===== src/sv/pdim_pkg.sv =====
// ----------------------------------------------------------------------------
// pdim_pkg
// Shared types and constants for the eight-channel phase-cut dimmer.
// ----------------------------------------------------------------------------
package pdim_pkg;

  // Field widths
  localparam int LVL_W     = 14;
  localparam int CMD_W     = 3;
  localparam int CH_W      = 4;
  localparam int VAL_W     = 16;
  localparam int GATE_W    = 8;
  localparam int SYNC_W    = 8;
  localparam int CFG_IDX_W = 2;

  // Defaults and limits
  localparam int CHANNELS_DEF = 8;
  localparam logic [LVL_W-1:0]  MIN_LEVEL_RST = LVL_W'(185);
  localparam logic [LVL_W-1:0]  PERIOD_RST    = LVL_W'(9900);
  localparam logic [SYNC_W-1:0] SYNC_MAX      = '1;

  // Configuration register indexes
  localparam logic [CFG_IDX_W-1:0] REG_MIN_LEVEL = CFG_IDX_W'(0);
  localparam logic [CFG_IDX_W-1:0] REG_PERIOD    = CFG_IDX_W'(1);

  // Command codes (6 and 7 are no-ops)
  typedef enum logic [CMD_W-1:0] {
    CMD_TICK    = 3'd0,
    CMD_SYNC    = 3'd1,
    CMD_ALIVE   = 3'd2,
    CMD_SET     = 3'd3,
    CMD_SET_ALL = 3'd4,
    CMD_READ    = 3'd5
  } cmd_t;

  typedef struct packed {
    logic [CMD_W-1:0] cmd;
    logic [CH_W-1:0]  channel;
    logic [VAL_W-1:0] value;
  } in_item_t;

  typedef struct packed {
    logic [GATE_W-1:0] gate_bits;
    logic              alive_flag;
    logic [LVL_W-1:0]  level_read;
  } out_item_t;

endpackage


===== src/sv/pdim_core.sv =====
// ----------------------------------------------------------------------------
// pdim_core
// Dimmer state: levels, compares, down counter, sync watchdog and the
// configuration registers. Applies one accepted item per cycle and forms
// the result from the updated state.
// ----------------------------------------------------------------------------
module pdim_core #(
  parameter int CHANNELS = pdim_pkg::CHANNELS_DEF
) (
  input  logic                                 clk,
  input  logic                                 rst_n,
  input  logic                                 accept,
  input  pdim_pkg::in_item_t                   item,
  input  logic                                 cfg_we,
  input  logic [pdim_pkg::CFG_IDX_W-1:0]       cfg_index,
  input  logic [pdim_pkg::LVL_W-1:0]           cfg_data,
  output pdim_pkg::out_item_t                  result
);

  localparam int IDX_W = (CHANNELS > 1) ? $clog2(CHANNELS) : 1;
  localparam int CNT_W = pdim_pkg::CH_W + 1;
  localparam logic [CNT_W-1:0] NUM_CH = CNT_W'(CHANNELS);

  logic [pdim_pkg::LVL_W-1:0]  min_level_r, period_r;
  logic [pdim_pkg::LVL_W-1:0]  levels_r   [CHANNELS];
  logic [pdim_pkg::LVL_W-1:0]  levels_nxt [CHANNELS];
  logic [pdim_pkg::LVL_W-1:0]  cmp_r      [CHANNELS];
  logic [pdim_pkg::LVL_W-1:0]  cmp_nxt    [CHANNELS];
  logic [pdim_pkg::LVL_W-1:0]  down_r, down_nxt;
  logic                        running_r, running_nxt;
  logic [pdim_pkg::SYNC_W-1:0] sync_r, sync_nxt;
  logic                        alive_r, alive_nxt;
  logic [pdim_pkg::LVL_W-1:0]  rd_level;
  logic [pdim_pkg::LVL_W-1:0]  dec_count;
  logic [pdim_pkg::LVL_W-1:0]  clamp_val, clamp_zero;
  logic                        ch_ok;
  logic [IDX_W-1:0]            ch_idx;
  logic [pdim_pkg::GATE_W-1:0] gates;

  // Clamp: raise to min_level, then cap at period
  function automatic logic [pdim_pkg::LVL_W-1:0] clamp_level(
    input logic [pdim_pkg::VAL_W-1:0] v,
    input logic [pdim_pkg::LVL_W-1:0] lo,
    input logic [pdim_pkg::LVL_W-1:0] hi
  );
    logic [pdim_pkg::VAL_W-1:0] t;
    t = v;
    if (t < pdim_pkg::VAL_W'(lo)) t = pdim_pkg::VAL_W'(lo);
    if (t > pdim_pkg::VAL_W'(hi)) t = pdim_pkg::VAL_W'(hi);
    return t[pdim_pkg::LVL_W-1:0];
  endfunction

  assign ch_ok      = {1'b0, item.channel} < NUM_CH;
  assign ch_idx     = item.channel[IDX_W-1:0];
  assign clamp_val  = clamp_level(item.value, min_level_r, period_r);
  assign clamp_zero = clamp_level('0, min_level_r, period_r);
  assign dec_count  = (down_r != '0) ? down_r - 1'b1 : down_r;

  // Next-state for the accepted command
  always_comb begin
    levels_nxt  = levels_r;
    cmp_nxt     = cmp_r;
    down_nxt    = down_r;
    running_nxt = running_r;
    sync_nxt    = sync_r;
    alive_nxt   = alive_r;
    rd_level    = '0;
    case (item.cmd)
      pdim_pkg::CMD_TICK: begin
        if (running_r) begin
          down_nxt = dec_count;
          if (dec_count == '0) running_nxt = 1'b0;
        end
      end
      pdim_pkg::CMD_SYNC: begin
        cmp_nxt = levels_r;
        if (!running_r && period_r != '0) begin
          down_nxt    = period_r;
          running_nxt = 1'b1;
        end
        if (sync_r != pdim_pkg::SYNC_MAX) sync_nxt = sync_r + 1'b1;
      end
      pdim_pkg::CMD_ALIVE: begin
        if (sync_r != '0) begin
          alive_nxt = 1'b1;
        end else begin
          if (!alive_r) begin
            for (int i = 0; i < CHANNELS; i++) levels_nxt[i] = clamp_zero;
          end
          alive_nxt = 1'b0;
        end
        sync_nxt = '0;
      end
      pdim_pkg::CMD_SET: begin
        if (ch_ok) levels_nxt[ch_idx] = clamp_val;
      end
      pdim_pkg::CMD_SET_ALL: begin
        for (int i = 0; i < CHANNELS; i++) levels_nxt[i] = clamp_val;
      end
      pdim_pkg::CMD_READ: begin
        if (ch_ok) rd_level = levels_r[ch_idx];
      end
      default: begin
      end
    endcase
  end

  // Gate compares on the updated state; channels beyond the count read low
  for (genvar gi = 0; gi < pdim_pkg::GATE_W; gi++) begin : g_gate
    if (gi < CHANNELS) begin : g_on
      assign gates[gi] = running_nxt && (down_nxt <= cmp_nxt[gi]);
    end else begin : g_off
      assign gates[gi] = 1'b0;
    end
  end

  assign result.gate_bits  = gates;
  assign result.alive_flag = alive_nxt;
  assign result.level_read = rd_level;

  // Configuration registers
  always_ff @(posedge clk) begin
    if (!rst_n) begin
      min_level_r <= pdim_pkg::MIN_LEVEL_RST;
      period_r    <= pdim_pkg::PERIOD_RST;
    end else if (cfg_we) begin
      if (cfg_index == pdim_pkg::REG_MIN_LEVEL) min_level_r <= cfg_data;
      if (cfg_index == pdim_pkg::REG_PERIOD)    period_r    <= cfg_data;
    end
  end

  // Dimmer state
  always_ff @(posedge clk) begin
    if (!rst_n) begin
      for (int i = 0; i < CHANNELS; i++) begin
        levels_r[i] <= '0;
        cmp_r[i]    <= '0;
      end
      down_r    <= '0;
      running_r <= 1'b0;
      sync_r    <= '0;
      alive_r   <= 1'b0;
    end else if (accept) begin
      levels_r  <= levels_nxt;
      cmp_r     <= cmp_nxt;
      down_r    <= down_nxt;
      running_r <= running_nxt;
      sync_r    <= sync_nxt;
      alive_r   <= alive_nxt;
    end
  end

endmodule


===== src/sv/pdim_out_buf.sv =====
// ----------------------------------------------------------------------------
// pdim_out_buf
// Result register with a skid entry. Takes a new item while the head
// item waits; stalls upstream only when both entries hold.
// ----------------------------------------------------------------------------
module pdim_out_buf (
  input  logic                clk,
  input  logic                rst_n,
  input  logic                push,
  input  pdim_pkg::out_item_t push_item,
  output logic                full,
  output logic                out_valid,
  input  logic                out_stall,
  output pdim_pkg::out_item_t out_item
);

  logic                head_vld_r, head_vld_nxt;
  logic                skid_vld_r, skid_vld_nxt;
  pdim_pkg::out_item_t head_r, head_nxt;
  pdim_pkg::out_item_t skid_r, skid_nxt;
  logic                take;

  assign take = head_vld_r && !out_stall;

  // Head refills from skid first, then from the new item
  always_comb begin
    head_vld_nxt = head_vld_r;
    skid_vld_nxt = skid_vld_r;
    head_nxt     = head_r;
    skid_nxt     = skid_r;
    if (!head_vld_r || take) begin
      if (skid_vld_r) begin
        head_nxt     = skid_r;
        head_vld_nxt = 1'b1;
        skid_vld_nxt = 1'b0;
      end else if (push) begin
        head_nxt     = push_item;
        head_vld_nxt = 1'b1;
      end else begin
        head_vld_nxt = 1'b0;
      end
    end else if (push) begin
      skid_nxt     = push_item;
      skid_vld_nxt = 1'b1;
    end
  end

  always_ff @(posedge clk) begin
    if (!rst_n) begin
      head_vld_r <= 1'b0;
      skid_vld_r <= 1'b0;
    end else begin
      head_vld_r <= head_vld_nxt;
      skid_vld_r <= skid_vld_nxt;
    end
  end

  // Payload, no reset
  always_ff @(posedge clk) begin
    head_r <= head_nxt;
    skid_r <= skid_nxt;
  end

  assign full      = skid_vld_r;
  assign out_valid = head_vld_r;
  assign out_item  = head_r;

endmodule


===== src/sv/phase_cut_dimmer_8ch.sv =====
// ----------------------------------------------------------------------------
// phase_cut_dimmer_8ch
// Eight-channel mains phase-cut dimmer with level clamp and sync watchdog.
// ----------------------------------------------------------------------------
// Takes one item per clock while in_stall is low (tick, sync edge, alive check,
// set level, set all, read level) and returns exactly one registered result per
// item. The whole update is a single compare/decrement pass over the state
// registers, so the sustained rate is one item per cycle unless the output
// stalls. A two-entry result buffer lets the block keep accepting while one
// result is held by a stall; in_stall rises only when both entries are full.
// Configuration writes (index 0 min_level, 1 period) should come while idle.
module phase_cut_dimmer_8ch #(
  parameter int CHANNELS = pdim_pkg::CHANNELS_DEF
) (
  input  logic                           clk,
  input  logic                           rst_n,
  input  logic                           in_valid,
  output logic                           in_stall,
  input  pdim_pkg::in_item_t             in_item,
  output logic                           out_valid,
  input  logic                           out_stall,
  output pdim_pkg::out_item_t            out_item,
  input  logic                           cfg_we,
  input  logic [pdim_pkg::CFG_IDX_W-1:0] cfg_index,
  input  logic [pdim_pkg::LVL_W-1:0]     cfg_data
);

  logic                accept;
  logic                buf_full;
  pdim_pkg::out_item_t result;

  assign in_stall = buf_full;
  assign accept   = in_valid && !buf_full;

  // State update
  pdim_core #(
    .CHANNELS (CHANNELS)
  ) u_core (
    .clk       (clk),
    .rst_n     (rst_n),
    .accept    (accept),
    .item      (in_item),
    .cfg_we    (cfg_we),
    .cfg_index (cfg_index),
    .cfg_data  (cfg_data),
    .result    (result)
  );

  // Result register and skid
  pdim_out_buf u_out_buf (
    .clk       (clk),
    .rst_n     (rst_n),
    .push      (accept),
    .push_item (result),
    .full      (buf_full),
    .out_valid (out_valid),
    .out_stall (out_stall),
    .out_item  (out_item)
  );

endmodule

===== config.mk =====
export PLATFORM = sky130hd
export DESIGN_NAME = phase_cut_dimmer_8ch
export DESIGN_NICKNAME = d
export VERILOG_FILES = /design/src/sv/pdim_pkg.sv /design/src/sv/pdim_core.sv /design/src/sv/pdim_out_buf.sv /design/src/sv/phase_cut_dimmer_8ch.sv
export SDC_FILE = /design/constraint.sdc
export NUM_CORES = 1
export LEC_CHECK = 0
export BUFFER_PORTS_ARGS = -buffer_cell sky130_fd_sc_hd__buf_2
export CORE_ASPECT_RATIO = 1.4
export CORE_MARGIN = 5
export CORE_UTILIZATION = 45
export CTS_CLUSTER_SIZE = 24
export DETAILED_ROUTE_END_ITERATION = 7
export PLACE_DENSITY = 0.61
export SYNTH_ARGS = -nofsm -noshare
export SYNTH_HDL_FRONTEND = slang
export SYNTH_SLANG_ARGS = --single-unit

===== constraint.sdc =====
create_clock -name clk -period 9.1 [get_ports clk]
set_input_delay 0.455 -clock clk [delete_from_list [all_inputs] [get_ports clk]]
set_output_delay 0.455 -clock clk [all_outputs]
set_load 0.02 [all_outputs]

==> metrics, run 1 <==
status=finished, final reports clean; reg-to-reg critical path endpoint=u_core.levels_r[96]; first-pass GRT wire length=112 mm; all-layer global routing usage=29.8%; clk sinks=between 300 and 400; Clk pin slew, worst setup/hold paths=60 ps; number of global-route vias before repair=around 17000; Mapped Area=around 20000 µm²; largest net degree at the start of global routing=230; clk buf depth=3; Worst Reg-to-Reg Cells=16; worst-path cell chain=inv_1 > ha_1 > nand4_1 > nor3_1 > a21o_1 > buf_4 > o21ai_0 > ha_1 > a211oi_1 > nor2_1 > or4_4 > a2111oi_4 > buf_4 > o221ai_2 > a311o_1 > o221a_2; die height=approximately 260 µm; crit start category=register; initial antenna violation count=0; Worst EP required=between 9000 and 10000 ps; maximum clock frequency=around 150 MHz; leakage=between 8 and 9 nW; Crit. path cell count=16; final setup TNS=0 ps; Total Routed Length=roughly 76 mm; CP Capture Type=register; Psw=1.21 mW; post-CTS setup buffers=0; drt first pass iters=7; WHS Path Cells=3; Netlist cell types=81; hold_ws=between 150 and 200 ps; Synth Instances=between 2000 and 2500; IR drop worst, VDD=137 µV; core area=~44000 µm²; share of the yosys chip area belonging to registers=a little over a third; Hold-fix buffers, CTS=0; Reg power frac=between 40% and 50%; Routed Antenna Nets=0; Top delay family on crit path=compound AO/OA/AOI/OAI gates; Max Cap Violations=0; final hold vios=0; CP max FO=26; average routed wire per standard cell=~28 µm; total CTS buffers=35; CTS root buf=clkbuf_16; worst setup path endpoint=u_core.levels_r[96]; DRT iter0 DRCs=approximately 1700; CP startpoint=u_core.min_level_r[11]; Fillers=about 4000; internal power=about 2.8 mW; clock share of power=about two fifths; Post-synth EDFFs=46; Synth-to-Final Area Change=10.3%; synthesized flop and latch total=324; Synth warnings=0; worst flop-to-flop path startpoint=u_core.min_level_r[11]; Worst-Skew Late Latency=540 ps; Tmin final=6570 ps; Slew @ Worst Pin=~1300 ps; DIE AREA=48600 µm²; crit path DAT=approximately 7000 ps; CTS tree=built; Mean Syn Cell Area=approximately 9.4 µm²; Post-DP HPWL=just over 50 mm; power per cell area=roughly 180 nW/µm²; initial core utilization=45.3%; Max-slew headroom=between 10% and 20%; final worst-path cycle share=72.2%; Slew Limit Fails=0; grt total ovfl=0; endpoints failing setup=0; final non-filler cell total=roughly 2700; Resize count post-CTS=0; Post-synth top flop=dfxtp_1; dpl cells=between 2000 and 3000; switching share of total power=30.3%; Port Buf Inserts=68; flop2flop setup slack=2530 ps; Comb power frac=a little under a fifth; Largest stage delay, worst path=920 ps; num rows=just over 90; skew final=15.6 ps; routed vias/inst=6.82; chip width=~190 µm; footprint of the multi-input gates=12200 µm²; FF/Latch Area=slightly below 7000 µm²; crit path kind=reg2reg; Bufs and invs on worst path=3; syn nets=approximately 2300; CP max stage cell=nor3_1; Ports=just under 70; RD Place Congestion=approximately 0.92; unrepaired setup endpoints after global routing=false; HP Class=in2reg; # DRC=0; nets=approximately 2300; CTS H-tree lvls=2; share of cells above drive strength 1=about 17%; via count=between 15000 and 20000; Post-synth ARST share=0%
-- worst register-to-register path: stages (launching register included) --
cell,delay [ps]
dfxtp_1,400
inv_1,150
ha_1,330
nand4_1,130
nor3_1,920
a21o_1,680
buf_4,400
o21ai_0,120
ha_1,310
a211oi_1,270
nor2_1,90
or4_4,520
a2111oi_4,480
buf_4,530
o221ai_2,330
a311o_1,520
o221a_2,290
-- how the worst min path moves through the flow --
stage | from | to | slack, ps
floorplan | u_core.min_level_r[12] | u_core.min_level_r[12] | 450
global placement | u_core.min_level_r[12] | u_core.min_level_r[12] | 470
detailed placement | u_core.min_level_r[12] | u_core.min_level_r[12] | 480
CTS | cfg_data[13] | u_core.period_r[13] | 150
global route | cfg_data[2] | u_core.min_level_r[2] | 170
finish | cfg_data[9] | u_core.period_r[9] | 170
-- synth_stat cells (55+ instances only) --
cell | n | area share, %
o221a_2 | 112 | 6.3
o21ai_0 | 55 | 1.4
nor2_1 | 200 | 3.8
a21oi_1 | 84 | 2.1
a211oi_1 | 117 | 4.4
a32o_1 | 112 | 5.6
dfxtp_1 | 278 | 28
clkbuf_1 | 159 | 3.0
a22oi_1 | 70 | 2.6
nand2_1 | 146 | 2.8
ha_1 | 157 | 9.9
mux2i_1 | 107 | 5.4
-- state kept, by name (all words and copies together), names as in the netlist --
name                 flops
u_core.alive_r           1
u_core.cmp_r           112
u_core.down_r           14
u_core.levels_r        112
u_core.min_level_r      14
u_core.period_r         14
u_core.running_r         1
u_core.sync_r            8
u_out_buf.full           1
u_out_buf.out_item      23
u_out_buf.out_valid      1
u_out_buf.skid_r        23
-- cell families after synthesis --
family | synth area share [%]
AO/OA/AOI/OAI | 30.8
XOR/XNOR | 0.176
adder cells (fa/ha/maj) | 9.86
buffers and inverters | 4.70
flip-flops | 34.9
multiplexers | 6.45
AND/OR/NAND/NOR | 13.1
-- cells in the final DEF (no fill, tap or decap), drive strengths merged, types with 7 or more instances in the layout --
master  count
a221oi     16
a41oi      16
clkbuf     40
o21ai      57
nand2     146
a211oi    117
o221ai     14
ha        157
o211ai     27
dfxtp     278
o21a       16
a31o       14
nor2      200
mux2i     107
a21o       14
buf       105
nor2b      12
a31oi       8
o31ai       7
mux2       19
nand4      41
and2       17
a22oi      70
edfxtp     46
inv        49
nor3       28
o221a     112
bufinv      8
a32o      112
or4         8
nand3      14
a21oi      85
or3        25
nand2b     12
nor3b       7
nor4       14
clkinv     11
-- power by group through the flow --
stage	Clock (mW)	Combinational [mW]	Sequential, mW
CTS	1.63	0.758	1.62
global route	1.68	0.838	1.63
finish	1.61	0.769	1.62
floorplan	0	0.516	1.62
detailed placement	0	0.753	1.65
global placement	0	0.739	1.65
-- per-stage QoR --
stage | util, % | worst slack (ps) | area (µm²) | power (mW)
2_1_floorplan | - | 4120 | 19900 | 2.14
3_3_place_gp | 47.1 | 2780 | 20700 | 2.38
3_5_place_dp | 47.1 | 2590 | 20700 | 2.40
4_1_cts | 50.0 | 2590 | 22000 | 4.01
5_1_grt | 50.0 | 2110 | 22000 | 4.15
6_report | 50.0 | 2530 | 22000 | 4.00
-- area by class of cell --
cell class | instances | share of cell area [%]
multi-input combinational | 1558 | 55.6
tap | 558 | 3.18
sequential | 324 | 31.6
antenna | 1 | 0.0114
clock inverter | 21 | 1.48
clock buffer | 40 | 4.31
timing repair buffer | 105 | 2.94
inverter | 50 | 0.866
-- metal layers --
metal | vias to the layer above | wire [µm] | part of all wire, % | track usage, %
met3 | 267 | 4800 | 6.4 | 4.88
li1 | 8264 | - | - | -
met1 | 8793 | 28800 | 38 | 35.2
met5 | - | 0 | 0 | 0
met2 | 805 | 35200 | 47 | 49.4
met4 | 0 | 6720 | 8.9 | 21.2
Power figures use the tool's default switching activity.
==> run 2, diff against run 1 <==
ABC_AREA = 1   (was unset)
clock period = 6.5 ns   (was 9.1 ns; I/O delays follow)
==> run 2 against run 1 <==
Against the previous run:
- the run now ends with design-rule violations left
- clock power is 31% higher
- area after synthesis is 8.5% higher
- register-to-register slack got worse by 670 ps
- die area is 8.1% higher
- critical endpoint is now u_core.levels_r[42]
- critical path depth is 8 higher
- setup slack got worse by 670 ps
- clock skew rose by 5.7 ps
- sequential share of layout area shrank 2.1 points
- cell area increased by 7.2%
- critical path type unchanged
==> metrics, run 2 <==
CTS tree=built; CP max stage cell=nand3_1; DRT iter0 DRCs=2259 (+33%); post-CTS setup buffers=0 (unchanged); share of the yosys chip area belonging to registers=32.2% (-2.7 points); syn nets=3370 (+45%); Slew @ Worst Pin=1240 ps (-103 ps); total CTS buffers=36 (+2.9%); CTS H-tree lvls=2 (unchanged); routed vias/inst=5.75 (-16%); Post-synth EDFFs=46 (unchanged); Worst-Skew Late Latency=550 ps (about the same); Worst EP required=6970 ps (-2550 ps); initial core utilization=45.2% (-0.11 points); die height=269 µm (+4.0%); HP Class=in2reg; Top delay family on crit path=simple AND/OR/NAND/NOR gates; Max Cap Violations=0 (unchanged); Mean Syn Cell Area=6.82 µm² (-28%); commonest non-fill, non-tap cells in the layout=629 x nand2_1, 439 x inv_1, 334 x nor2_1; number of global-route vias before repair=20100 (+16%); Mapped Area=21600 µm² (+8.5%); core area=47800 µm² (+8.7%); Post-synth ARST share=0% (unchanged); Synth warnings=0 (unchanged); average routed wire per standard cell=21.0 µm (-26%); Commonest cells post-synth=630 x nand2_1, 440 x inv_1, 336 x nor2_1; leakage=11.7 nW (+45%); failing checks=design-rule violations; Largest stage delay, worst path=490 ps (-430 ps); IR drop worst, VDD=155 µV (+14%); final hold vios=0 (unchanged); status=finished, violations left; grt total ovfl=0 (unchanged); Bufs and invs on worst path=4 (+1); chip width=195 µm (+3.9%); Synth Instances=3169 (+50%); CP max FO=29 (+12%); Hold-fix buffers, CTS=0 (unchanged); Resize count post-CTS=0 (unchanged); nets=3346 (+47%); crit start category=register; Ports=69 (unchanged); initial antenna violation count=0 (unchanged); Clk pin slew, worst setup/hold paths=60 ps (about the same); clk buf depth=3 (unchanged); Max-slew headroom=17.2% (+6.9 points); endpoints failing setup=0 (unchanged); leading cell type in the layout, fill and taps excluded=nand2_1; Netlist cell types=46 (-43%); # DRC=3 (+3); post-synth top area cell=dfxtp_1; cell with the most instances after synthesis=nand2_1; Fillers=4899 (+20%); Port Buf Inserts=68 (unchanged); Synth-to-Final Area Change=8.99%; synthesized flop and latch total=324 (unchanged); largest net degree at the start of global routing=231 (+0.43%); drt first pass iters=8 (+1); unrepaired setup endpoints after global routing=false; Slew Limit Fails=0 (unchanged); all-layer global routing usage=29.0% (-0.80 points); Post-DP HPWL=57.2 mm (+11%); maximum clock frequency=215 MHz (+41%); CP Capture Type=register; worst-path cell chain=inv_1 > ha_1 > a21oi_1 > nor2_1 > nor3_1 > nand2_1 > nand2_1 > buf_4 > nand2_2 > nand2_1 > nand2_1 > ha_1 > a21oi_1 > o21ai_0 > a21oi_1 > nand2_1 > nand2_1 > buf_4 > nand3_1 > nand3_1 > nand2_1 > inv_1 > nor2_1 > nor2_1; top cell type's share of synthesized area=25.8% (-2.2 points); power per cell area=243 nW/µm² (+34%); skew final=21.2 ps (+5.69 ps); Total Routed Length=79.9 mm (+5.9%); RD Place Congestion=0.993 (+7.9%); Core Util, Final=49.3% (-0.70 points); Tmin final=4650 ps (-1930 ps); clk sinks=324 (unchanged); via count=21900 (+21%); crit path DAT=5120 ps (-1870 ps); final setup TNS=0 ps (unchanged); CTS root buf=clkbuf_16; Routed Antenna Nets=0 (unchanged); first-pass GRT wire length=121 mm (+8.5%); share of cells above drive strength 1=6.78% (-11 points); num rows=95 (+4.4%); Largest regs=u_core.cmp_r (112), u_core.levels_r (112); DIE AREA=52500 µm² (+8.1%); CP dominant cell by count=nand2_1; final worst-path cycle share=71.5% (-0.75 points); Synth area leaders=dfxtp_1 26%, nand2_1 11%, ha_1 9.1%, inv_1 7.6%, edfxtp_1 6.4%; Post-synth top flop=dfxtp_1; crit path kind=reg2reg
==> run 2: changes by cell type after synthesis, moves of 67 or more <==
cell	delta
mux2i_1	-69
inv_1	+392
o221a_2	-112
a211oi_1	-113
a32o_1	-112
nand2_1	+484
nor2_1	+136
a22oi_1	-67
o21ai_0	+168
a21oi_1	+120
o211ai_1	+114
nand3_1	+240
==> run 2: cell type report <==
type                    instances  area [µm²]  area share [%]
repair buffers                112         702            2.98
diodes                          2        5.00          0.0213
inverters                     449        1690            7.16
clock buffers                  48        1010            4.28
flip-flops and latches        324        6950            29.5
multi-input cells            2222       12200            52.0
well taps                     630         788            3.35
clock inverters                17         166           0.707
==> run 2: path summary, 6_finish.rpt <==
check,startpoint,endpoint,slack (ps),cells after the start
setup / recovery,u_core.min_level_r[5],u_core.levels_r[42],1850,24
hold / removal,cfg_data[3],u_core.period_r[3],30,3
hold reg to reg,u_core.cmp_r[41],u_core.cmp_r[41],490,2
setup reg to reg,u_core.min_level_r[5],u_core.levels_r[42],1850,24
==> run 2: through the flow <==
stage / power [mW] / area [µm²] / cells / hold WS [ps] / setup slack [ps]
final: 5.73 / 23500 / 3804 / 32.8 / 1850
after global routing: 5.99 / 23500 / 3802 / 27.8 / 1470
after CTS: 5.73 / 23500 / 3802 / 20.3 / 1840
after floorplan: 3.17 / 21600 / 3169 / 455 / 3310
after detailed placement: 3.63 / 22400 / 3737 / 476 / 1870
after global placement: 3.60 / 22400 / 3737 / 475 / 1850
==> run 2: kinds of logic (layout without fill, tap and decap cells) <==
family          Yosys count  in the layout  share of synthesized area, %
other cells               0              2                             0
buf+inv                 623            626                          11.3
flops                   324            324                          32.2
fa+ha+maj               157            157                          9.09
compound gates          715            715                          19.3
xor+xnor                  4              4                         0.162
mux                      38             38                          1.76
simple gates           1308           1308                          26.2
==> run 2: worst reg2reg max path: stages (launching register included) <==
cell     delay (ps)
dfxtp_1         360
inv_1           150
ha_1            320
a21oi_1         130
nor2_1           50
nor3_1          130
nand2_1          70
nand2_1          50
buf_4           300
nand2_2         380
nand2_1         220
nand2_1         120
ha_1            310
a21oi_1         130
o21ai_0          90
a21oi_1         220
nand2_1          80
nand2_1          90
buf_4           390
nand3_1         490
nand3_1         240
nand2_1          70
inv_1            50
nor2_1           40
nor2_1           80
==> run 2: where the power goes <==
| part | switching (mW) | leakage (nW) | total [mW] | internal (mW) |
|---|---|---|---|---|
| Sequential | 0.0934 | 2.71 | 2.27 | 2.17 |
| Combinational | 0.941 | 8.41 | 1.35 | 0.412 |
| Clock | 0.900 | 0.574 | 2.11 | 1.21 |
| Total | 1.93 | 11.7 | 5.73 | 3.80 |
==> run 2: metal layers <==
layer	track usage, %	wire (µm)	vias up
met2	46.8	36300	964
met5	0	0	-
li1	-	-	10500
met3	4.07	6390	198
met1	38.2	32700	10200
met4	14.4	4570	0
